### config.mk
export PLATFORM = sky130hd
export DESIGN_NAME = cascaded_biquad_iir_filter
export DESIGN_NICKNAME = d
export VERILOG_FILES = /design/src/rtl/cbq_pkg.sv /design/src/rtl/cbq_ctrl.sv /design/src/rtl/cbq_datapath.sv /design/src/rtl/cascaded_biquad_iir_filter.sv
export SDC_FILE = /design/constraint.sdc
export NUM_CORES = 2
export LEC_CHECK = 0
export BUFFER_PORTS_ARGS = -buffer_cell sky130_fd_sc_hd__buf_2
export CORE_MARGIN = 4
export CORE_UTILIZATION = 47
export CTS_BUF_LIST = sky130_fd_sc_hd__clkbuf_2 sky130_fd_sc_hd__clkbuf_4 sky130_fd_sc_hd__clkbuf_8
export DETAILED_ROUTE_END_ITERATION = 6
export SYNTH_ARGS = -nofsm -noshare
export SYNTH_HDL_FRONTEND = slang
export SYNTH_SLANG_ARGS = --single-unit
### constraint.sdc
create_clock -name clk -period 23 [get_ports clk]
set_input_delay 1.15 -clock clk [delete_from_list [all_inputs] [get_ports clk]]
set_output_delay 1.15 -clock clk [all_outputs]
set_load 0.005 [all_outputs]
### src/rtl/cbq_pkg.sv
// Shared types, register indexes and tap codes for the cascaded biquad filter.
`timescale 1ns / 1ps

package cbq_pkg;

  // Coefficient and register file widths
  localparam int COEF_W      = 32;
  localparam int CFG_IDX_W   = 3;
  localparam int CFG_DATA_W  = 32;
  localparam int SECT_CNT_W  = 5;

  // Default build configuration
  localparam int DEF_NUM_SECTIONS   = 16;
  localparam int DEF_SAMPLE_BITS    = 24;
  localparam int DEF_COEF_FRAC_BITS = 28;

  // Register indexes on the configuration port
  localparam logic [CFG_IDX_W-1:0] REG_B0       = 3'd0;
  localparam logic [CFG_IDX_W-1:0] REG_B1       = 3'd1;
  localparam logic [CFG_IDX_W-1:0] REG_B2       = 3'd2;
  localparam logic [CFG_IDX_W-1:0] REG_A1       = 3'd3;
  localparam logic [CFG_IDX_W-1:0] REG_A2       = 3'd4;
  localparam logic [CFG_IDX_W-1:0] REG_FILTER   = 3'd5;
  localparam logic [CFG_IDX_W-1:0] REG_SECTIONS = 3'd6;

  // Register reset values (b0 = 1.0 in Q3.28)
  localparam logic signed [COEF_W-1:0] B0_RESET = 32'sh1000_0000;

  // Multiply tap codes, one per term of the section equation
  typedef logic [2:0] tap_t;
  localparam tap_t TAP_B0 = 3'd0;
  localparam tap_t TAP_B1 = 3'd1;
  localparam tap_t TAP_B2 = 3'd2;
  localparam tap_t TAP_A1 = 3'd3;
  localparam tap_t TAP_A2 = 3'd4;

  // Shared filter coefficients
  typedef struct packed {
    logic signed [COEF_W-1:0] b0;
    logic signed [COEF_W-1:0] b1;
    logic signed [COEF_W-1:0] b2;
    logic signed [COEF_W-1:0] a1;
    logic signed [COEF_W-1:0] a2;
  } coef_t;

  // Commands from the controller to the datapath
  typedef struct packed {
    logic load;   // latch the accepted sample
    logic rd;     // read section history, clear accumulator
    logic mul;    // multiply one tap
    tap_t tap;    // which tap
    logic round;  // round, saturate, write back history
    logic emit;   // move the result into the output register
  } cmd_t;

  // Status from the datapath to the controller
  typedef struct packed {
    logic out_busy;  // output register holds a request that is stalled
  } status_t;

endpackage

### src/rtl/cbq_ctrl.sv
// Sequencer for the cascaded biquad filter: walks sections and taps.
`timescale 1ns / 1ps

module cbq_ctrl import cbq_pkg::*; #(
  parameter int NUM_SECTIONS = DEF_NUM_SECTIONS,
  parameter int SEC_W        = 4,
  parameter int CNT_W        = 5
) (
  input  logic                  clk,
  input  logic                  rst,
  input  logic                  in_valid,
  output logic                  in_stall,
  input  logic                  filter_on,
  input  logic [SECT_CNT_W-1:0] sections_in_use,
  input  status_t               status,
  output cmd_t                  cmd,
  output logic [SEC_W-1:0]      sec_addr
);

  localparam logic [2:0] ST_IDLE  = 3'd0;
  localparam logic [2:0] ST_READ  = 3'd1;
  localparam logic [2:0] ST_MUL   = 3'd2;
  localparam logic [2:0] ST_FLUSH = 3'd3;
  localparam logic [2:0] ST_ROUND = 3'd4;
  localparam logic [2:0] ST_DONE  = 3'd5;

  logic [2:0]       state, state_next;
  tap_t             tap, tap_next;
  logic [CNT_W-1:0] sec, sec_next;
  logic [CNT_W-1:0] num_sec;
  logic [CNT_W-1:0] sec_inc;
  logic [31:0]      siu_wide;
  logic [31:0]      siu_lim;
  logic             bypass;
  logic             accept;

  // Effective section count, limited to the sections built
  assign siu_wide = {{(32 - SECT_CNT_W){1'b0}}, sections_in_use};
  assign siu_lim  = (siu_wide > 32'(NUM_SECTIONS)) ? 32'(NUM_SECTIONS) : siu_wide;
  assign num_sec  = siu_lim[CNT_W-1:0];
  assign bypass   = !filter_on || (sections_in_use == '0);

  assign in_stall = rst || (state != ST_IDLE);
  assign accept   = in_valid && !in_stall;
  assign sec_inc  = sec + CNT_W'(1);
  assign sec_addr = sec[SEC_W-1:0];

  // Next state and commands
  always_comb begin
    state_next = state;
    tap_next   = tap;
    sec_next   = sec;
    cmd        = '0;
    cmd.tap    = tap;
    unique case (state)
      ST_IDLE: begin
        if (accept) begin
          cmd.load   = 1'b1;
          sec_next   = '0;
          state_next = bypass ? ST_DONE : ST_READ;
        end
      end
      ST_READ: begin
        cmd.rd     = 1'b1;
        tap_next   = TAP_B0;
        state_next = ST_MUL;
      end
      ST_MUL: begin
        cmd.mul = 1'b1;
        if (tap == TAP_A2) begin
          state_next = ST_FLUSH;
        end else begin
          tap_next = tap + 3'd1;
        end
      end
      ST_FLUSH: begin
        state_next = ST_ROUND;
      end
      ST_ROUND: begin
        cmd.round  = 1'b1;
        sec_next   = sec_inc;
        state_next = (sec_inc == num_sec) ? ST_DONE : ST_READ;
      end
      ST_DONE: begin
        if (!status.out_busy) begin
          cmd.emit   = 1'b1;
          state_next = ST_IDLE;
        end
      end
      default: begin
        state_next = ST_IDLE;
      end
    endcase
  end

  // Control registers
  always_ff @(posedge clk) begin
    if (rst) begin
      state <= ST_IDLE;
      tap   <= TAP_B0;
      sec   <= '0;
    end else begin
      state <= state_next;
      tap   <= tap_next;
      sec   <= sec_next;
    end
  end

endmodule

### src/rtl/cbq_datapath.sv
// Datapath: section history memory, shared multiplier, accumulator, rounding.
`timescale 1ns / 1ps

module cbq_datapath import cbq_pkg::*; #(
  parameter int NUM_SECTIONS   = DEF_NUM_SECTIONS,
  parameter int SAMPLE_BITS    = DEF_SAMPLE_BITS,
  parameter int COEF_FRAC_BITS = DEF_COEF_FRAC_BITS,
  parameter int SEC_W          = 4
) (
  input  logic                          clk,
  input  logic                          rst,
  input  cmd_t                          cmd,
  input  logic [SEC_W-1:0]              sec_addr,
  input  coef_t                         coef,
  input  logic signed [SAMPLE_BITS-1:0] sample_in,
  output status_t                       status,
  output logic                          out_valid,
  input  logic                          out_stall,
  output logic signed [SAMPLE_BITS-1:0] sample_out
);

  localparam int SB     = SAMPLE_BITS;
  localparam int ROW_W  = 4 * SB;
  localparam int PROD_W = COEF_W + SB;
  localparam int ACC_W  = PROD_W + 3;

  localparam logic signed [ACC_W-1:0] RND =
    {{(ACC_W - 1){1'b0}}, 1'b1} << (COEF_FRAC_BITS - 1);
  localparam logic signed [ACC_W-1:0] SMAX = {{(ACC_W - SB + 1){1'b0}}, {(SB - 1){1'b1}}};
  localparam logic signed [ACC_W-1:0] SMIN = {{(ACC_W - SB + 1){1'b1}}, {(SB - 1){1'b0}}};

  // History row: {y2, y1, x2, x1}
  logic [ROW_W-1:0]        mem [NUM_SECTIONS];
  logic [NUM_SECTIONS-1:0] row_ok;
  logic [ROW_W-1:0]        rd_row;
  logic                    rd_ok;

  logic signed [SB-1:0]     cur;
  logic signed [SB-1:0]     x1, x2, y1, y2;
  logic signed [SB-1:0]     op_sel;
  logic signed [COEF_W-1:0] coef_sel;
  logic signed [PROD_W-1:0] prod;
  logic                     prod_vld;
  logic                     prod_neg;
  logic signed [ACC_W-1:0]  prod_ext;
  logic signed [ACC_W-1:0]  acc;
  logic signed [ACC_W-1:0]  rnd_sum;
  logic signed [ACC_W-1:0]  shifted;
  logic signed [SB-1:0]     res;

  // Unwritten sections read as zero history
  assign x1 = rd_ok ? rd_row[SB-1:0]        : '0;
  assign x2 = rd_ok ? rd_row[2*SB-1:SB]     : '0;
  assign y1 = rd_ok ? rd_row[3*SB-1:2*SB]   : '0;
  assign y2 = rd_ok ? rd_row[4*SB-1:3*SB]   : '0;

  // Operand and coefficient select per tap
  always_comb begin
    case (cmd.tap)
      TAP_B0:  begin op_sel = cur; coef_sel = coef.b0; end
      TAP_B1:  begin op_sel = x1;  coef_sel = coef.b1; end
      TAP_B2:  begin op_sel = x2;  coef_sel = coef.b2; end
      TAP_A1:  begin op_sel = y1;  coef_sel = coef.a1; end
      TAP_A2:  begin op_sel = y2;  coef_sel = coef.a2; end
      default: begin op_sel = '0;  coef_sel = '0;      end
    endcase
  end

  // Rounding to nearest, floor shift, saturation
  assign prod_ext = {{(ACC_W - PROD_W){prod[PROD_W-1]}}, prod};
  assign rnd_sum  = acc + RND;
  assign shifted  = rnd_sum >>> COEF_FRAC_BITS;
  always_comb begin
    if (shifted > SMAX) begin
      res = SMAX[SB-1:0];
    end else if (shifted < SMIN) begin
      res = SMIN[SB-1:0];
    end else begin
      res = shifted[SB-1:0];
    end
  end

  // History memory, registered read
  always_ff @(posedge clk) begin
    if (cmd.rd) begin
      rd_row <= mem[sec_addr];
    end
    if (cmd.round) begin
      mem[sec_addr] <= {y1, res, x1, cur};
    end
  end

  // Row valid bits, cleared by reset
  always_ff @(posedge clk) begin
    if (rst) begin
      row_ok <= '0;
      rd_ok  <= 1'b0;
    end else begin
      if (cmd.rd) begin
        rd_ok <= row_ok[sec_addr];
      end
      if (cmd.round) begin
        row_ok[sec_addr] <= 1'b1;
      end
    end
  end

  // Shared multiplier with registered product
  always_ff @(posedge clk) begin
    if (rst) begin
      prod_vld <= 1'b0;
    end else begin
      prod_vld <= cmd.mul;
    end
    if (cmd.mul) begin
      prod     <= coef_sel * op_sel;
      prod_neg <= (cmd.tap == TAP_A1) || (cmd.tap == TAP_A2);
    end
  end

  // Accumulator and running sample
  always_ff @(posedge clk) begin
    if (cmd.rd) begin
      acc <= '0;
    end else if (prod_vld) begin
      acc <= prod_neg ? (acc - prod_ext) : (acc + prod_ext);
    end
    if (cmd.load) begin
      cur <= sample_in;
    end else if (cmd.round) begin
      cur <= res;
    end
  end

  // Output register
  always_ff @(posedge clk) begin
    if (rst) begin
      out_valid <= 1'b0;
    end else if (cmd.emit) begin
      out_valid <= 1'b1;
    end else if (!out_stall) begin
      out_valid <= 1'b0;
    end
    if (cmd.emit) begin
      sample_out <= cur;
    end
  end

  assign status.out_busy = out_valid && out_stall;

endmodule

### src/rtl/cascaded_biquad_iir_filter.sv
// Top level of the cascaded biquad filter: register file and sequencer/datapath.
`timescale 1ns / 1ps

// Cascaded direct-form-I biquad filter with shared coefficients.
// Input channel: in_valid / in_stall carry one signed sample_in per request.
// Output channel: out_valid / out_stall carry one signed sample_out per request.
// Configuration: cfg_we writes cfg_data into register cfg_index at the clock edge
// (0..4 b0 b1 b2 a1 a2, 5 filter_on, 6 sections_in_use); write only while idle.
// One multiplier is shared by all taps of all sections. Each section steps
// through a history read, five multiplies, accumulate, round and write back.
// With filtering off or no sections in use, an accepted item skips the sections
// and goes straight to the output register. The next request is accepted once
// the controller is back to idle, so a new item is not taken before the last
// one has been moved into the output register.
// The output register holds the finished result; a new sample is taken and
// filtered while it waits, and the block holds the new result until the
// receiver drops out_stall.
// Reset clears all section history, loads b0 = 1.0, other coefficients 0,
// filtering on, one section, and empties the output register.

module cascaded_biquad_iir_filter import cbq_pkg::*; #(
  parameter int NUM_SECTIONS   = DEF_NUM_SECTIONS,
  parameter int SAMPLE_BITS    = DEF_SAMPLE_BITS,
  parameter int COEF_FRAC_BITS = DEF_COEF_FRAC_BITS
) (
  input  logic                          clk,
  input  logic                          rst,
  input  logic                          cfg_we,
  input  logic [CFG_IDX_W-1:0]          cfg_index,
  input  logic [CFG_DATA_W-1:0]         cfg_data,
  input  logic                          in_valid,
  output logic                          in_stall,
  input  logic signed [SAMPLE_BITS-1:0] sample_in,
  output logic                          out_valid,
  input  logic                          out_stall,
  output logic signed [SAMPLE_BITS-1:0] sample_out
);

  localparam int SEC_W = (NUM_SECTIONS > 1) ? $clog2(NUM_SECTIONS) : 1;
  localparam int CNT_W = $clog2(NUM_SECTIONS + 1);

  coef_t                 coef;
  logic                  filter_on;
  logic [SECT_CNT_W-1:0] sections_in_use;
  cmd_t                  cmd;
  status_t               status;
  logic [SEC_W-1:0]      sec_addr;

  // Configuration registers
  always_ff @(posedge clk) begin
    if (rst) begin
      coef.b0         <= B0_RESET;
      coef.b1         <= '0;
      coef.b2         <= '0;
      coef.a1         <= '0;
      coef.a2         <= '0;
      filter_on       <= 1'b1;
      sections_in_use <= SECT_CNT_W'(1);
    end else if (cfg_we) begin
      unique case (cfg_index)
        REG_B0:       coef.b0 <= cfg_data;
        REG_B1:       coef.b1 <= cfg_data;
        REG_B2:       coef.b2 <= cfg_data;
        REG_A1:       coef.a1 <= cfg_data;
        REG_A2:       coef.a2 <= cfg_data;
        REG_FILTER:   filter_on <= cfg_data[0];
        REG_SECTIONS: sections_in_use <= cfg_data[SECT_CNT_W-1:0];
        default: begin
        end
      endcase
    end
  end

  cbq_ctrl #(
    .NUM_SECTIONS (NUM_SECTIONS),
    .SEC_W        (SEC_W),
    .CNT_W        (CNT_W)
  ) u_ctrl (
    .clk             (clk),
    .rst             (rst),
    .in_valid        (in_valid),
    .in_stall        (in_stall),
    .filter_on       (filter_on),
    .sections_in_use (sections_in_use),
    .status          (status),
    .cmd             (cmd),
    .sec_addr        (sec_addr)
  );

  cbq_datapath #(
    .NUM_SECTIONS   (NUM_SECTIONS),
    .SAMPLE_BITS    (SAMPLE_BITS),
    .COEF_FRAC_BITS (COEF_FRAC_BITS),
    .SEC_W          (SEC_W)
  ) u_datapath (
    .clk        (clk),
    .rst        (rst),
    .cmd        (cmd),
    .sec_addr   (sec_addr),
    .coef       (coef),
    .sample_in  (sample_in),
    .status     (status),
    .out_valid  (out_valid),
    .out_stall  (out_stall),
    .sample_out (sample_out)
  );

endmodule
==> run_results.csv <==
group,metric,value,unit
setup_path,start_kind,"register",
setup_path,rrSetupSlack,12.69,ns
place,hpwl,194000,um
setup_path,cp_max_fo,29,
global_route,grt_pass1_wl,446000,um
setup_path,crit_path_end_kind,"register",
yosys,yosys_warnings,0,
yosys,synth_top_family_by_area,"adder cells",
routing,dr.first_iter.drc_count,6342,
die,core,226000,um^2
routing,drc,0,
routing,drt_pre_antenna_iters,6,
hold_path,hold_class,"primary input to register",
setup_path,cp.required,23.74,ns
clocking,clkTransAtPathRegs,0.07,ns
clocking,ctsLongestPathBuffers,4,
run_status,outcome,"complete, no violations",
yosys,synth.avg_cell_area,13.9,um^2
clocking,cts_tree,"built",
place,postPlaceCellArea,111000,um^2
run,drv_cap,0,
timing,period_minus_slack,10.31,ns
cells_and_area,stdcell_area,118000,um^2
die,rows,174,
clocking,ctsHoldBuffers,0,
yosys,synth_seq_cells,1992,
timing,tightestPinTransition,1.38,ns
yosys,synth_area,107000,um^2
clocking,cts_buffers,340,
power,cellPowerDensity,91.5,nW/um^2
setup_path,ff2ff_path_depth,27,
place,gp_congestion,0.938,
global_route,overflow,0,
power,max-vdd-ir-drop,0.0947,mV
routing,routed_wl,301000,um
yosys,synth_fa_ha_area_frac,0.173,
hold_path,min_path_cells,3,
yosys,synth_compound_area_frac,0.0479,
setup_path,worstReg2RegEnd,"u_datapath.prod[54]",
clocking,htree_levels,5,
setup_path,arrival,11.05,ns
routing,routed_via_density,5.80,
setup_path,cpMaxStageDelayCell,"nor2_1",
hold_path,hold_path_end,"coef[126]",
die,die_h,485,um
yosys,synthArstFlopShare,0,
hold_path,hold_path.startpoint,"cfg_data[30]",
die,chipWidth,485,um
yosys,synthXorXnorAreaFrac,0.0156,
setup_path,critPathKind,"register to register",
clocking,clk_latency,1.05,ns
timing,max_slew_margin,0.0714,
yosys,netlist_instances,7674,
die,initial_utilization,0.474,
setup_path,critical-path-max-stage-delay,0.85,ns
global_route,antenna_found_initial,13,
routing,num_vias,64700,
setup_path,r2r-start,"u_ctrl.tap[0]",
cells_and_area,fillCellCount,18900,
timing,rsz0062_at_grt,"false",
clocking,post-cts-setup-buffers,0,
yosys,syn-num-nets,8742,
yosys,yosys_most_used_dff,"edfxtp_1",
timing,period_share,0.448,
power,finalPower,10800,uW
clocking,cts-resized-gates,0,
die,die_area,235000,um^2
yosys,synth-edff-count,1737,
clocking,cts_root_buf,"clkbuf_8",
timing,setup_viol,0,
cells_and_area,syn2layout_area_growth,10.2,%
cells_and_area,mostFrequentLayoutCell,"edfxtp_1",
timing,hold_ws,0.393,ns
timing,finClkSkew,0.0840,ns
timing,setup_tns,0,ns
yosys,ys_seq_area_frac,0.536,
timing,slew_violations,0,
clocking,cts.sinks,1992,
cells_and_area,final_cell_mix,"1737 x edfxtp_1, 1004 x nand2_1, 899 x inv_1",
power,leakage,0.0436,uW
routing,wl_per_cell,27.0,um
yosys,ys_types,81,
global_route,grt_pass1_vias,67100,
yosys,synth_simple_gate_area_share,0.0744,
setup_path,path_common_cell,"fa_1",
place,numPortBuffers,89,
cells_and_area,layout.nets,8966,
cells_and_area,drive_gt1_frac,0.169,
global_route,grt_max_degree,134,
timing,fmax,0.0970,GHz
timing,hold_viol,0,
routing,drtAntennaViolNets,0,
yosys,muxShareOfSynthArea,0.109,
global_route,gr-usage-all-layers,0.256,
die,io_pins,90,
worst max-delay path: cells and delay by family (launching register included):
family	cells	cell delay, ns
DFF	1	0.34
adders and majority gates	9	4.63
xor gates and xnor gates	1	0.07
buffers and inverters	5	1.61
and+or+nand+nor	5	1.68
AOI/OAI and AO/OA	7	1.65
where the power goes:
| part | switching, uW | total (uW) | internal [uW] |
|---|---|---|---|
| combinational | 2070 | 3180 | 1110 |
| clock | 1390 | 3080 | 1690 |
| sequential | 161 | 4520 | 4360 |
kinds of logic (layout without fill, tap and decap cells):
family / after synthesis / after routing
flip-flops: 1992 / 1992
AND/OR/NAND/NOR: 1858 / 1858
buffers and inverters: 1265 / 1735
adder cells (fa/ha/maj): 1004 / 1004
AO/OA/AOI/OAI: 810 / 810
multiplexers: 555 / 555
XOR/XNOR: 190 / 190
other: 0 / 5
cell type report:
cell class                      instances  area, um^2  area share
Antenna cell                            5        12.5    0.000106
Clock buffer                          478        5820      0.0494
Clock inverter                        110         659     0.00560
Inverter                              901        3390      0.0288
Multi-Input combinational cell       4417       45100       0.383
Sequential cell                      1992       57300       0.487
Tap cell                             2992        3740      0.0318
Timing Repair Buffer                  246        1710      0.0145
synth_stat cells, drive strengths merged, types with 44 or more instances:
master	number	area [um^2]
a21o	58	435
a21oi	330	1660
a22oi	96	721
and2	116	726
buf	62	238
clkbuf	302	1130
dfxtp	255	5100
edfxtp	1737	52200
fa	785	15700
ha	219	2740
inv	901	3380
mux2i	46	460
mux4	485	10900
nand2	1005	3770
nand3	50	250
nor2	470	1770
nor3	44	230
o21ai	120	612
xnor2	142	1240
xor2	48	420
how the worst max path moves through the flow:
stage	to	slack, ns	start	depth (start not counted)
global placement	u_datapath.prod[55]	13.19	u_ctrl.tap[0]	32
floorplan	u_datapath.prod[55]	14.03	u_ctrl.tap[2]	27
finish	u_datapath.prod[54]	12.69	u_ctrl.tap[0]	27
CTS	u_datapath.prod[54]	12.80	u_ctrl.tap[0]	27
detailed placement	u_datapath.prod[54]	12.92	u_ctrl.tap[0]	27
global route	u_datapath.prod[54]	12.19	u_ctrl.tap[0]	27
layer usage:
layer,global-route usage,up-vias,wire length (um)
li1,-,27500,-
met4,0.109,2,14500
met3,0.0416,578,20300
met1,0.332,33900,116000
met5,0,-,13
met2,0.430,2614,150000
registers in the layout (all words and copies together) (netlist names), 3 cells and up:
signal / cells
u_datapath.prod: 56
u_datapath.mem: 1536
sections_in_use: 5
u_datapath.cur: 24
u_ctrl.sec: 5
u_ctrl.tap: 3
u_datapath.acc: 59
coef: 160
u_ctrl.state: 3
u_datapath.rd_row: 96
u_datapath.sample_out: 24
u_datapath.row_ok: 16
metrics by stage:
| stage | util | std cells | setup slack [ns] |
|---|---|---|---|
| global placement | 0.493 | 10500 | 13.19 |
| global route | 0.522 | 11100 | 12.19 |
| floorplan | - | 7674 | 14.03 |
| finish | 0.522 | 11100 | 12.69 |
| detailed placement | 0.493 | 10500 | 12.92 |
| CTS | 0.522 | 11100 | 12.80 |
Note: power is estimated with default switching activity, not from simulation.
